$ cat src/rtl/cbf_pkg.sv
// cbf_pkg: shared constants and state types of the cubic bezier flattener
// depends on nothing; imported by every rtl module of the block

package cbf_pkg;

    localparam int unsigned COORD_WIDTH_DEF  = 16;
    localparam int unsigned MAX_SEGMENTS_DEF = 63;
    localparam int unsigned QUEUE_DEPTH_DEF  = 2;

    // segment count field and anything bounded by it
    localparam int unsigned SEG_W     = 6;
    // t is unsigned q1.16
    localparam int unsigned T_FRAC    = 16;
    localparam int unsigned T_W       = T_FRAC + 1;
    // 2^16 / n takes one quotient bit per dividend bit
    localparam int unsigned DIV_STEPS = T_W;
    // blend sum is q.52, rounded back to q.4
    localparam int unsigned SUM_FRAC  = 3 * T_FRAC;
    // slice of the running horner value fed to the multiplier each cycle
    localparam int unsigned CHUNK_W   = 32;
    localparam int unsigned LAST_ROUND = 2;

    typedef enum logic [1:0] {
        F_IDLE,
        F_DIV,
        F_PUSH
    } front_state_t;

    typedef enum logic [2:0] {
        B_IDLE,
        B_STEP,
        B_INIT,
        B_EVAL,
        B_OUT
    } back_state_t;

endpackage

$ cat src/rtl/cbf_front.sv
// cbf_front: accepts segments, forms polynomial coefficients and the t step
// depends on cbf_pkg

module cbf_front import cbf_pkg::*; #(
    parameter int unsigned COORD_WIDTH  = COORD_WIDTH_DEF,
    parameter int unsigned MAX_SEGMENTS = MAX_SEGMENTS_DEF,
    localparam int unsigned DW          = COORD_WIDTH + 4
) (
    input  logic                           aclk,
    input  logic                           aresetn,
    input  logic                           s_valid,
    output logic                           s_ready,
    input  logic signed [COORD_WIDTH-1:0]  s_x_ctrl0,
    input  logic signed [COORD_WIDTH-1:0]  s_y_ctrl0,
    input  logic signed [COORD_WIDTH-1:0]  s_x_ctrl1,
    input  logic signed [COORD_WIDTH-1:0]  s_y_ctrl1,
    input  logic signed [COORD_WIDTH-1:0]  s_x_ctrl2,
    input  logic signed [COORD_WIDTH-1:0]  s_y_ctrl2,
    input  logic signed [COORD_WIDTH-1:0]  s_x_ctrl3,
    input  logic signed [COORD_WIDTH-1:0]  s_y_ctrl3,
    input  logic        [SEG_W-1:0]        s_segment_count,
    input  logic                           s_path_start,
    output logic                           push_valid,
    input  logic                           push_ready,
    output logic [3:0][DW-1:0]             coef_x,
    output logic [3:0][DW-1:0]             coef_y,
    output logic [SEG_W-1:0]               seg_n,
    output logic                           seg_start,
    output logic [T_W-1:0]                 t_inc,
    output logic [SEG_W-1:0]               r_inc
);

    localparam int unsigned CNT_W = $clog2(DIV_STEPS);

    front_state_t           state_reg, state_next;
    logic [3:0][DW-1:0]     coef_x_reg, coef_y_reg;
    logic [SEG_W-1:0]       n_reg;
    logic                   start_reg;
    logic [CNT_W-1:0]       cnt_reg;
    logic [T_W-1:0]         quo_reg;
    logic [SEG_W-1:0]       rem_reg;
    logic [SEG_W-1:0]       n_clamped;
    logic [SEG_W:0]         rem_shift;
    logic                   rem_ge;
    logic                   accept;

    // power basis of the bernstein form: p0, 3(p1-p0), 3(p0-2p1+p2), p3-p0+3(p1-p2)
    function automatic logic [3:0][DW-1:0] bez_coef(
        input logic signed [DW-1:0] p0,
        input logic signed [DW-1:0] p1,
        input logic signed [DW-1:0] p2,
        input logic signed [DW-1:0] p3
    );
        logic signed [DW-1:0] e1, e2, e3;
        logic [3:0][DW-1:0]   r;
        e1 = p1 - p0;
        e2 = p0 - (p1 <<< 1) + p2;
        e3 = (p1 - p2) + ((p1 - p2) <<< 1);
        r[0] = p0;
        r[1] = e1 + (e1 <<< 1);
        r[2] = e2 + (e2 <<< 1);
        r[3] = p3 - p0 + e3;
        return r;
    endfunction

    assign accept    = s_valid && s_ready;
    assign n_clamped = (s_segment_count > SEG_W'(MAX_SEGMENTS)) ? SEG_W'(MAX_SEGMENTS)
                                                               : s_segment_count;

    // dividend 2^16 enters msb first: a one, then zeros
    assign rem_shift = {rem_reg, (cnt_reg == '0)};
    assign rem_ge    = (rem_shift >= {1'b0, n_reg});

    always_comb begin
        state_next = state_reg;
        case (state_reg)
            F_IDLE: begin
                if (accept) begin
                    state_next = F_DIV;
                end
            end
            F_DIV: begin
                if (cnt_reg == CNT_W'(DIV_STEPS - 1)) begin
                    state_next = F_PUSH;
                end
            end
            F_PUSH: begin
                if (push_ready) begin
                    state_next = F_IDLE;
                end
            end
            default: state_next = F_IDLE;
        endcase
    end

    always_comb begin
        s_ready    = (state_reg == F_IDLE);
        push_valid = (state_reg == F_PUSH);
    end

    always_ff @(posedge aclk) begin
        if (!aresetn) begin
            state_reg <= F_IDLE;
        end else begin
            state_reg <= state_next;
        end
    end

    always_ff @(posedge aclk) begin
        if (accept) begin
            coef_x_reg <= bez_coef(DW'(s_x_ctrl0), DW'(s_x_ctrl1),
                                   DW'(s_x_ctrl2), DW'(s_x_ctrl3));
            coef_y_reg <= bez_coef(DW'(s_y_ctrl0), DW'(s_y_ctrl1),
                                   DW'(s_y_ctrl2), DW'(s_y_ctrl3));
            n_reg      <= n_clamped;
            start_reg  <= s_path_start;
            cnt_reg    <= '0;
            quo_reg    <= '0;
            rem_reg    <= '0;
        end else if (state_reg == F_DIV) begin
            cnt_reg <= cnt_reg + CNT_W'(1);
            quo_reg <= {quo_reg[T_W-2:0], rem_ge};
            rem_reg <= rem_ge ? SEG_W'(rem_shift - {1'b0, n_reg}) : SEG_W'(rem_shift);
        end
    end

    assign coef_x    = coef_x_reg;
    assign coef_y    = coef_y_reg;
    assign seg_n     = n_reg;
    assign seg_start = start_reg;
    assign t_inc     = quo_reg;
    assign r_inc     = rem_reg;

endmodule

$ cat src/rtl/cbf_queue.sv
// cbf_queue: small register fifo between the front and back halves
// depends on cbf_pkg

module cbf_queue import cbf_pkg::*; #(
    parameter int unsigned DATA_W = 8,
    parameter int unsigned DEPTH  = QUEUE_DEPTH_DEF
) (
    input  logic              aclk,
    input  logic              aresetn,
    input  logic              push,
    input  logic [DATA_W-1:0] push_data,
    output logic              full,
    input  logic              pop,
    output logic [DATA_W-1:0] pop_data,
    output logic              empty
);

    localparam int unsigned PTR_W = (DEPTH > 1) ? $clog2(DEPTH) : 1;
    localparam int unsigned CNT_W = $clog2(DEPTH + 1);

    logic [DATA_W-1:0] mem_reg [DEPTH];
    logic [PTR_W-1:0]  wptr_reg, rptr_reg;
    logic [CNT_W-1:0]  count_reg;

    function automatic logic [PTR_W-1:0] ptr_inc(input logic [PTR_W-1:0] p);
        return (p == PTR_W'(DEPTH - 1)) ? '0 : p + PTR_W'(1);
    endfunction

    assign full     = (count_reg == CNT_W'(DEPTH));
    assign empty    = (count_reg == '0);
    assign pop_data = mem_reg[rptr_reg];

    always_ff @(posedge aclk) begin
        if (!aresetn) begin
            wptr_reg  <= '0;
            rptr_reg  <= '0;
            count_reg <= '0;
        end else begin
            if (push) begin
                wptr_reg <= ptr_inc(wptr_reg);
            end
            if (pop) begin
                rptr_reg <= ptr_inc(rptr_reg);
            end
            if (push && !pop) begin
                count_reg <= count_reg + CNT_W'(1);
            end else if (pop && !push) begin
                count_reg <= count_reg - CNT_W'(1);
            end
        end
    end

    always_ff @(posedge aclk) begin
        if (push) begin
            mem_reg[wptr_reg] <= push_data;
        end
    end

endmodule

$ cat src/rtl/cbf_back.sv
// cbf_back: steps t across a segment and evaluates each point by horner
// depends on cbf_pkg; takes work from cbf_queue

module cbf_back import cbf_pkg::*; #(
    parameter int unsigned COORD_WIDTH = COORD_WIDTH_DEF,
    localparam int unsigned DW         = COORD_WIDTH + 4
) (
    input  logic                          aclk,
    input  logic                          aresetn,
    input  logic                          q_empty,
    output logic                          q_pop,
    input  logic [3:0][DW-1:0]            coef_x,
    input  logic [3:0][DW-1:0]            coef_y,
    input  logic [SEG_W-1:0]              seg_n,
    input  logic                          seg_start,
    input  logic [T_W-1:0]                t_inc,
    input  logic [SEG_W-1:0]              r_inc,
    output logic                          m_valid,
    input  logic                          m_ready,
    output logic signed [COORD_WIDTH-1:0] m_point_x,
    output logic signed [COORD_WIDTH-1:0] m_point_y,
    output logic                          m_last_point
);

    // the exact blend fits this width; horner runs modulo 2^ACC_W
    localparam int unsigned ACC_W  = COORD_WIDTH + SUM_FRAC + 1;
    localparam int unsigned NCH    = (ACC_W + CHUNK_W - 1) / CHUNK_W;
    localparam int unsigned SRC_W  = NCH * CHUNK_W;
    localparam int unsigned PROD_W = CHUNK_W + T_W;
    localparam int unsigned KCNT_W = $clog2(NCH + 1);

    back_state_t        state_reg, state_next;
    logic [3:0][DW-1:0] cx_reg, cy_reg;
    logic [SEG_W-1:0]   n_reg, i_reg, rinc_reg, r_reg;
    logic [T_W-1:0]     tinc_reg, t_reg;
    logic [1:0]         round_reg;
    logic [KCNT_W-1:0]  k_reg;
    logic [SRC_W-1:0]   src_x_reg, src_y_reg;
    logic [PROD_W-1:0]  prod_x_reg, prod_y_reg;
    logic [ACC_W-1:0]   acc_x_reg, acc_y_reg;
    logic [ACC_W-1:0]   sum_x, sum_y, rnd_x, rnd_y;
    logic [ACC_W-1:0]   add_x, add_y;
    logic               m_valid_reg, last_reg;
    logic [COORD_WIDTH-1:0] px_reg, py_reg;
    logic [SEG_W:0]     r_sum;
    logic [SEG_W-1:0]   r_step;
    logic [T_W-1:0]     t_step;
    logic               o_free, out_load, round_end, is_last;
    int                 shamt;

    function automatic logic [ACC_W-1:0] sext_acc(input logic [DW-1:0] v);
        return ACC_W'($signed(v));
    endfunction

    function automatic logic [SRC_W-1:0] pad_src(input logic [ACC_W-1:0] v);
        return SRC_W'(v);
    endfunction

    // value added at the start of a horner round: next coefficient times 2^16 powers
    function automatic logic [ACC_W-1:0] addend(input logic [3:0][DW-1:0] c,
                                                input logic [1:0] rnd);
        logic [ACC_W-1:0] r;
        case (rnd)
            2'd0:    r = sext_acc(c[2]) << T_FRAC;
            2'd1:    r = sext_acc(c[1]) << (2 * T_FRAC);
            default: r = sext_acc(c[0]) << (3 * T_FRAC);
        endcase
        return r;
    endfunction

    assign o_free    = !m_valid_reg || m_ready;
    assign round_end = (k_reg == KCNT_W'(NCH));
    assign is_last   = (i_reg == n_reg);

    // t(i) = floor(i * 2^16 / n) kept as quotient and remainder
    assign r_sum  = {1'b0, r_reg} + {1'b0, rinc_reg};
    assign r_step = (r_sum >= {1'b0, n_reg}) ? SEG_W'(r_sum - {1'b0, n_reg}) : SEG_W'(r_sum);
    assign t_step = t_reg + tinc_reg + T_W'(r_sum >= {1'b0, n_reg});

    always_comb begin
        shamt = (int'(k_reg) - 1) * CHUNK_W;
        add_x = ACC_W'(prod_x_reg) << shamt;
        add_y = ACC_W'(prod_y_reg) << shamt;
        sum_x = acc_x_reg + add_x;
        sum_y = acc_y_reg + add_y;
        rnd_x = acc_x_reg + (ACC_W'(1) << (SUM_FRAC - 1));
        rnd_y = acc_y_reg + (ACC_W'(1) << (SUM_FRAC - 1));
    end

    always_comb begin
        state_next = state_reg;
        case (state_reg)
            B_IDLE: begin
                if (!q_empty) begin
                    if (seg_start) begin
                        state_next = B_INIT;
                    end else if (seg_n != '0) begin
                        state_next = B_STEP;
                    end
                end
            end
            B_STEP: state_next = B_INIT;
            B_INIT: state_next = B_EVAL;
            B_EVAL: begin
                if (round_end && round_reg == 2'(LAST_ROUND)) begin
                    state_next = B_OUT;
                end
            end
            B_OUT: begin
                if (o_free) begin
                    state_next = is_last ? B_IDLE : B_STEP;
                end
            end
            default: state_next = B_IDLE;
        endcase
    end

    always_comb begin
        q_pop    = (state_reg == B_IDLE) && !q_empty;
        out_load = (state_reg == B_OUT) && o_free;
    end

    always_ff @(posedge aclk) begin
        if (!aresetn) begin
            state_reg   <= B_IDLE;
            m_valid_reg <= 1'b0;
        end else begin
            state_reg <= state_next;
            if (out_load) begin
                m_valid_reg <= 1'b1;
            end else if (m_ready) begin
                m_valid_reg <= 1'b0;
            end
        end
    end

    always_ff @(posedge aclk) begin
        case (state_reg)
            B_IDLE: begin
                if (q_pop) begin
                    cx_reg   <= coef_x;
                    cy_reg   <= coef_y;
                    n_reg    <= seg_n;
                    tinc_reg <= t_inc;
                    rinc_reg <= r_inc;
                    t_reg    <= '0;
                    r_reg    <= '0;
                    i_reg    <= '0;
                end
            end
            B_STEP: begin
                i_reg <= i_reg + SEG_W'(1);
                t_reg <= t_step;
                r_reg <= r_step;
            end
            B_INIT: begin
                src_x_reg <= pad_src(sext_acc(cx_reg[3]));
                src_y_reg <= pad_src(sext_acc(cy_reg[3]));
                acc_x_reg <= addend(cx_reg, 2'd0);
                acc_y_reg <= addend(cy_reg, 2'd0);
                round_reg <= '0;
                k_reg     <= '0;
            end
            B_EVAL: begin
                // one chunk multiplied per cycle, added in the cycle after
                if (!round_end) begin
                    prod_x_reg <= PROD_W'(src_x_reg[CHUNK_W-1:0]) * PROD_W'(t_reg);
                    prod_y_reg <= PROD_W'(src_y_reg[CHUNK_W-1:0]) * PROD_W'(t_reg);
                    src_x_reg  <= src_x_reg >> CHUNK_W;
                    src_y_reg  <= src_y_reg >> CHUNK_W;
                end
                if (round_end) begin
                    k_reg <= '0;
                    if (round_reg == 2'(LAST_ROUND)) begin
                        acc_x_reg <= sum_x;
                        acc_y_reg <= sum_y;
                    end else begin
                        src_x_reg <= pad_src(sum_x);
                        src_y_reg <= pad_src(sum_y);
                        acc_x_reg <= addend(cx_reg, round_reg + 2'd1);
                        acc_y_reg <= addend(cy_reg, round_reg + 2'd1);
                        round_reg <= round_reg + 2'd1;
                    end
                end else begin
                    k_reg <= k_reg + KCNT_W'(1);
                    if (k_reg != '0) begin
                        acc_x_reg <= sum_x;
                        acc_y_reg <= sum_y;
                    end
                end
            end
            default: ;
        endcase
        if (out_load) begin
            px_reg   <= rnd_x[SUM_FRAC +: COORD_WIDTH];
            py_reg   <= rnd_y[SUM_FRAC +: COORD_WIDTH];
            last_reg <= is_last;
        end
    end

    assign m_valid      = m_valid_reg;
    assign m_point_x    = $signed(px_reg);
    assign m_point_y    = $signed(py_reg);
    assign m_last_point = last_reg;

endmodule

$ cat src/rtl/cubic_bezier_flattener.sv
// cubic_bezier_flattener: top level, front half, queue and back half
// depends on cbf_pkg, cbf_front, cbf_queue, cbf_back
//
// Input channel s_*: one cubic segment per word, four control points in
// signed q11.4, a segment count n (clamped to MAX_SEGMENTS) and a path start
// flag. Result channel m_*: curve points in q11.4, the t=0 point first when
// path_start is set, then t=i/n for i=1..n; m_last_point marks the final
// point of each segment. A segment with n=0 and no path start yields nothing.
// The front half takes a word, forms power-basis coefficients and divides
// 2^16 by n one quotient bit per cycle, and it takes the next word as soon
// as the previous one sits in the 2-entry queue. The back half evaluates
// each point by three horner rounds on a 32 x 17 multiplier per axis; when
// path_start is clear it first steps t to i=1 before the first point.
// The output register holds a point until m_ready; the back half then waits
// and the queue and front half fill up before s_ready drops.
// Reset (aresetn low, synchronous) empties the queue and the output register.

module cubic_bezier_flattener import cbf_pkg::*; #(
    parameter int unsigned COORD_WIDTH  = COORD_WIDTH_DEF,
    parameter int unsigned MAX_SEGMENTS = MAX_SEGMENTS_DEF
) (
    input  logic                          aclk,
    input  logic                          aresetn,
    input  logic                          s_valid,
    output logic                          s_ready,
    input  logic signed [COORD_WIDTH-1:0] s_x_ctrl0,
    input  logic signed [COORD_WIDTH-1:0] s_y_ctrl0,
    input  logic signed [COORD_WIDTH-1:0] s_x_ctrl1,
    input  logic signed [COORD_WIDTH-1:0] s_y_ctrl1,
    input  logic signed [COORD_WIDTH-1:0] s_x_ctrl2,
    input  logic signed [COORD_WIDTH-1:0] s_y_ctrl2,
    input  logic signed [COORD_WIDTH-1:0] s_x_ctrl3,
    input  logic signed [COORD_WIDTH-1:0] s_y_ctrl3,
    input  logic        [SEG_W-1:0]       s_segment_count,
    input  logic                          s_path_start,
    output logic                          m_valid,
    input  logic                          m_ready,
    output logic signed [COORD_WIDTH-1:0] m_point_x,
    output logic signed [COORD_WIDTH-1:0] m_point_y,
    output logic                          m_last_point
);

    localparam int unsigned DW = COORD_WIDTH + 4;
    localparam int unsigned QW = 8 * DW + 2 * SEG_W + 1 + T_W;

    logic               push_valid, push_ready;
    logic [3:0][DW-1:0] f_coef_x, f_coef_y, b_coef_x, b_coef_y;
    logic [SEG_W-1:0]   f_seg_n, b_seg_n, f_r_inc, b_r_inc;
    logic               f_start, b_start;
    logic [T_W-1:0]     f_t_inc, b_t_inc;
    logic [QW-1:0]      push_data, pop_data;
    logic               q_full, q_empty, q_pop;

    cbf_front #(
        .COORD_WIDTH  (COORD_WIDTH),
        .MAX_SEGMENTS (MAX_SEGMENTS)
    ) u_front (
        .aclk            (aclk),
        .aresetn         (aresetn),
        .s_valid         (s_valid),
        .s_ready         (s_ready),
        .s_x_ctrl0       (s_x_ctrl0),
        .s_y_ctrl0       (s_y_ctrl0),
        .s_x_ctrl1       (s_x_ctrl1),
        .s_y_ctrl1       (s_y_ctrl1),
        .s_x_ctrl2       (s_x_ctrl2),
        .s_y_ctrl2       (s_y_ctrl2),
        .s_x_ctrl3       (s_x_ctrl3),
        .s_y_ctrl3       (s_y_ctrl3),
        .s_segment_count (s_segment_count),
        .s_path_start    (s_path_start),
        .push_valid      (push_valid),
        .push_ready      (push_ready),
        .coef_x          (f_coef_x),
        .coef_y          (f_coef_y),
        .seg_n           (f_seg_n),
        .seg_start       (f_start),
        .t_inc           (f_t_inc),
        .r_inc           (f_r_inc)
    );

    assign push_ready = !q_full;
    assign push_data  = {f_coef_x, f_coef_y, f_seg_n, f_start, f_t_inc, f_r_inc};

    cbf_queue #(
        .DATA_W (QW),
        .DEPTH  (QUEUE_DEPTH_DEF)
    ) u_queue (
        .aclk      (aclk),
        .aresetn   (aresetn),
        .push      (push_valid && push_ready),
        .push_data (push_data),
        .full      (q_full),
        .pop       (q_pop),
        .pop_data  (pop_data),
        .empty     (q_empty)
    );

    assign {b_coef_x, b_coef_y, b_seg_n, b_start, b_t_inc, b_r_inc} = pop_data;

    cbf_back #(
        .COORD_WIDTH (COORD_WIDTH)
    ) u_back (
        .aclk         (aclk),
        .aresetn      (aresetn),
        .q_empty      (q_empty),
        .q_pop        (q_pop),
        .coef_x       (b_coef_x),
        .coef_y       (b_coef_y),
        .seg_n        (b_seg_n),
        .seg_start    (b_start),
        .t_inc        (b_t_inc),
        .r_inc        (b_r_inc),
        .m_valid      (m_valid),
        .m_ready      (m_ready),
        .m_point_x    (m_point_x),
        .m_point_y    (m_point_y),
        .m_last_point (m_last_point)
    );

`ifndef SYNTHESIS
    // the back half only pops a word that is there
    assert property (@(posedge aclk) disable iff (!aresetn) q_pop |-> !q_empty)
        else $error("queue popped while empty");

    // the front half takes no word while a finished one waits for the queue
    assert property (@(posedge aclk) disable iff (!aresetn) push_valid |-> !s_ready)
        else $error("front accepted a word while pushing");

    // a push into a full queue would drop a segment
    assert property (@(posedge aclk) disable iff (!aresetn)
        (push_valid && q_full) |=> push_valid)
        else $error("front released a word the queue did not take");
`endif

endmodule

$ cat config.mk
export PLATFORM = sky130hd
export DESIGN_NAME = cubic_bezier_flattener
export DESIGN_NICKNAME = d
export VERILOG_FILES = /design/src/rtl/cbf_pkg.sv /design/src/rtl/cbf_front.sv /design/src/rtl/cbf_queue.sv /design/src/rtl/cbf_back.sv /design/src/rtl/cubic_bezier_flattener.sv
export SDC_FILE = /design/constraint.sdc
export NUM_CORES = 2
export LEC_CHECK = 0
export BUFFER_PORTS_ARGS = -buffer_cell sky130_fd_sc_hd__buf_2
export CORE_MARGIN = 3
export CORE_UTILIZATION = 65
export DETAILED_ROUTE_END_ITERATION = 8
export PLACE_DENSITY = 0.81
export SLEW_MARGIN = 20
export SYNTH_ARGS = -nofsm -noshare
export SYNTH_HDL_FRONTEND = slang
export SYNTH_SLANG_ARGS = --single-unit
$ cat constraint.sdc
create_clock -name aclk -period 35 [get_ports aclk]
set_input_delay 5.25 -clock aclk [delete_from_list [all_inputs] [get_ports aclk]]
set_output_delay 5.25 -clock aclk [all_outputs]
set_load 0.005 [all_outputs]
==> reports/metrics.cfg <==
[setup_path]
crit_fanout=2
timing.critical_path.to=u_front.coef_x[79]$_DFFE_PP_
reg2regPathDepth=27
r2r-end=u_back.prod_x_reg[48]$_DFFE_PP_
startpoint_type=input pin
crit_path_end_kind=flip-flop
max_stage_delay_ns=0.51
ff2ff_setup_slack_ns=25.82
critPathArrivalTime_ns=10.72
rr_startpoint=u_back.t_reg[2]$_SDFFCE_PN0P_
critPathMostFrequentCell=a21oi_1
worstSetupPathType=input pin to flip-flop
startpoint=s_x_ctrl1[0]
slowest_stage=fa_1
cp.required_ns=35.50

[timing]
setup_viol=0
maxSlewViolCount=0
finalHoldViolations=0
max_freq_ghz=0.0978
worstMarginPinSlew_ns=1.20
fin_setup_tns_ns=0
fin_crit_ns=10.22
rsz0062_at_grt=no
finalClockSkew_ns=0.0582
period_share_pct=29.2
slew-limit-headroom_pct=19.8

[die]
die_area_um2=158000
die_y_um=397
die_w_um=397
rows=142
pin_count=174
start_util_pct=65.9
core_area_um2=151000

[clocking]
post_cts_buffers=0
cts_hold_buffers=0
clkTransAtPathRegs_ns=0.06
cts_made_buffers=117
clockBufferDepth=3
cts.htree.levels=3
root_buffer=clkbuf_16
ctsResizeCount=0
clock_latency_ns=0.77
clock-sinks=1221
cts_tree=yes

[synth]
synth.area.top_cells=edfxtp_1, fa_1, ha_1
syn_inst=9493
synth_area_um2=99500
ys_async_sr_fraction_pct=0
synth.avg_cell_area_um2=10.5
synth_most_common_cell=inv_1
synthDistinctLibCells=84
synth_top_cells_by_count=inv_1, edfxtp_1, nand2_1
dominantRegCellSynth=edfxtp_1
ys_warn_count=0
synth_enable_flop_cells=1182
synth_seq_cells=1221
ys_seq_area_share_pct=36.4
syn_nets=11270
yosysTopAreaCellShare_pct=35.7
synth_top_area_cell=edfxtp_1

[route]
drtAntennaViolNets=0
drt_first_iter_violations=7217
viasPerCell=6.12
avgRoutedWirePerCell_um=22.8
vias=70774
drt-total-wl_um=264000
drt-pass1-iter-count=6
drc_errors=0

[final_layout]
largest_reg_flops=360
final_nets=11226
utilization_pct=70.3
area_growth_pct=6.66
stdcell_count=11570
drive_gt1_share_pct=7.48

[job]
drv_cap=0

[placed_design]
port_buffers=173
dp.cells=11346
place.gp.congestion=0.978
place_hpwl_um=197000

[global_routing]
grt_max_degree=105
track_usage_pct=33.8
grt_pass1_vias=73063
grt_antenna_before_repair=17
grt-ovfl-total=0
grt_pass1_wl_um=412000

[run_status]
status=complete, no violations

[min_path]
hold_path_class=flip-flop to flip-flop

per-stage QoR:
stage,hold slack [ns],worst slack (ns),instance area (um^2)
after CTS,0.440,24.93,106000
after global placement,0.422,24.27,102000
after floorplan,0.421,23.71,99500
after global routing,0.449,24.33,106000
final,0.443,24.78,106000
after detailed placement,0.433,24.11,102000
critical path: cells and delay by family:
family	cells	cell delay (ns)
buffers and inverters	4	0.29
AND/OR/NAND/NOR	2	0.16
XOR/XNOR	1	0.09
adder cells (fa/ha/maj)	4	1.38
AO/OA/AOI/OAI	18	3.55
per-layer routing:
metal,GRT usage (%),vias up,part of all wire (%)
met5,0,-,0.014
met4,12.7,6,4.0
met3,6.05,598,10
met2,53.4,3647,46
met1,47.1,35128,40
li1,-,31395,-
placed cells by master, fill, tap and decap left out, types with 22 or more instances in the layout:
cell type  instances
nand2_1         1081
clkbuf_1          22
nand4_1           54
ha_1             655
a21oi_1          442
a211oi_1          23
buf_4            104
nor2b_1           74
a21o_1           192
o21ai_0          400
a31oi_1           29
dfxtp_1           38
clkbuf_16        117
nand2b_1          59
a22o_1            42
o21bai_1          64
nor2_1           336
a21boi_0          51
buf_2            173
mux2i_1           25
edfxtp_1        1182
inv_1           1484
and3_1            94
mux2_2           180
fa_1             981
o211ai_1          47
o22ai_1           33
o21a_1            52
nor3_1            49
xor2_1           129
and2_1           556
xnor2_1          313
nand3_1           59
a221oi_1          97
worst min-delay path by stage:
| stage | from | endpoint | slack (ns) | cells after the start |
|---|---|---|---|---|
| final | u_front.coef_y[64]$_DFFE_PP_ | u_queue.mem_reg[1][94]$_DFFE_PP_ | 0.44 | 0 |
| after global routing | u_front.coef_x[62]$_DFFE_PP_ | u_queue.mem_reg[0][172]$_DFFE_PP_ | 0.45 | 0 |
| after CTS | u_front.coef_x[62]$_DFFE_PP_ | u_queue.mem_reg[0][172]$_DFFE_PP_ | 0.44 | 0 |
| after detailed placement | u_front.coef_y[24]$_DFFE_PP_ | u_queue.mem_reg[0][54]$_DFFE_PP_ | 0.43 | 0 |
| after global placement | u_front.coef_x[9]$_DFFE_PP_ | u_queue.mem_reg[0][119]$_DFFE_PP_ | 0.42 | 0 |
| after floorplan | u_front.coef_y[70]$_DFFE_PP_ | u_queue.mem_reg[0][100]$_DFFE_PP_ | 0.42 | 0 |
kinds of logic (layout without fill, tap and decap cells):
| logic type | after synthesis | in the layout | share of synthesized area, % |
|---|---|---|---|
| AND/OR/NAND/NOR | 2422 | 2422 | 11.5 |
| buffers and inverters | 1927 | 1983 | 7.28 |
| adder cells (fa/ha/maj) | 1638 | 1638 | 28.0 |
| AO/OA/AOI/OAI | 1638 | 1638 | 10.6 |
| flip-flops | 1221 | 1221 | 36.4 |
| XOR/XNOR | 442 | 442 | 3.89 |
| multiplexers | 205 | 205 | 2.29 |
| other | 0 | 5 | 0 |
area by class of cell:
cell class | instances | area [um^2]
multi-input combinational | 6345 | 56100
tap | 2016 | 2520
clock buffer | 142 | 3050
clock inverter | 77 | 931
timing repair buffer | 277 | 1650
antenna | 5 | 12.5
fill | 10889 | 44800
inverter | 1487 | 5600
sequential | 1221 | 36300
Power is not shown: default switching activity piles up to over one toggle a cycle in this logic, so the estimate is an artifact.
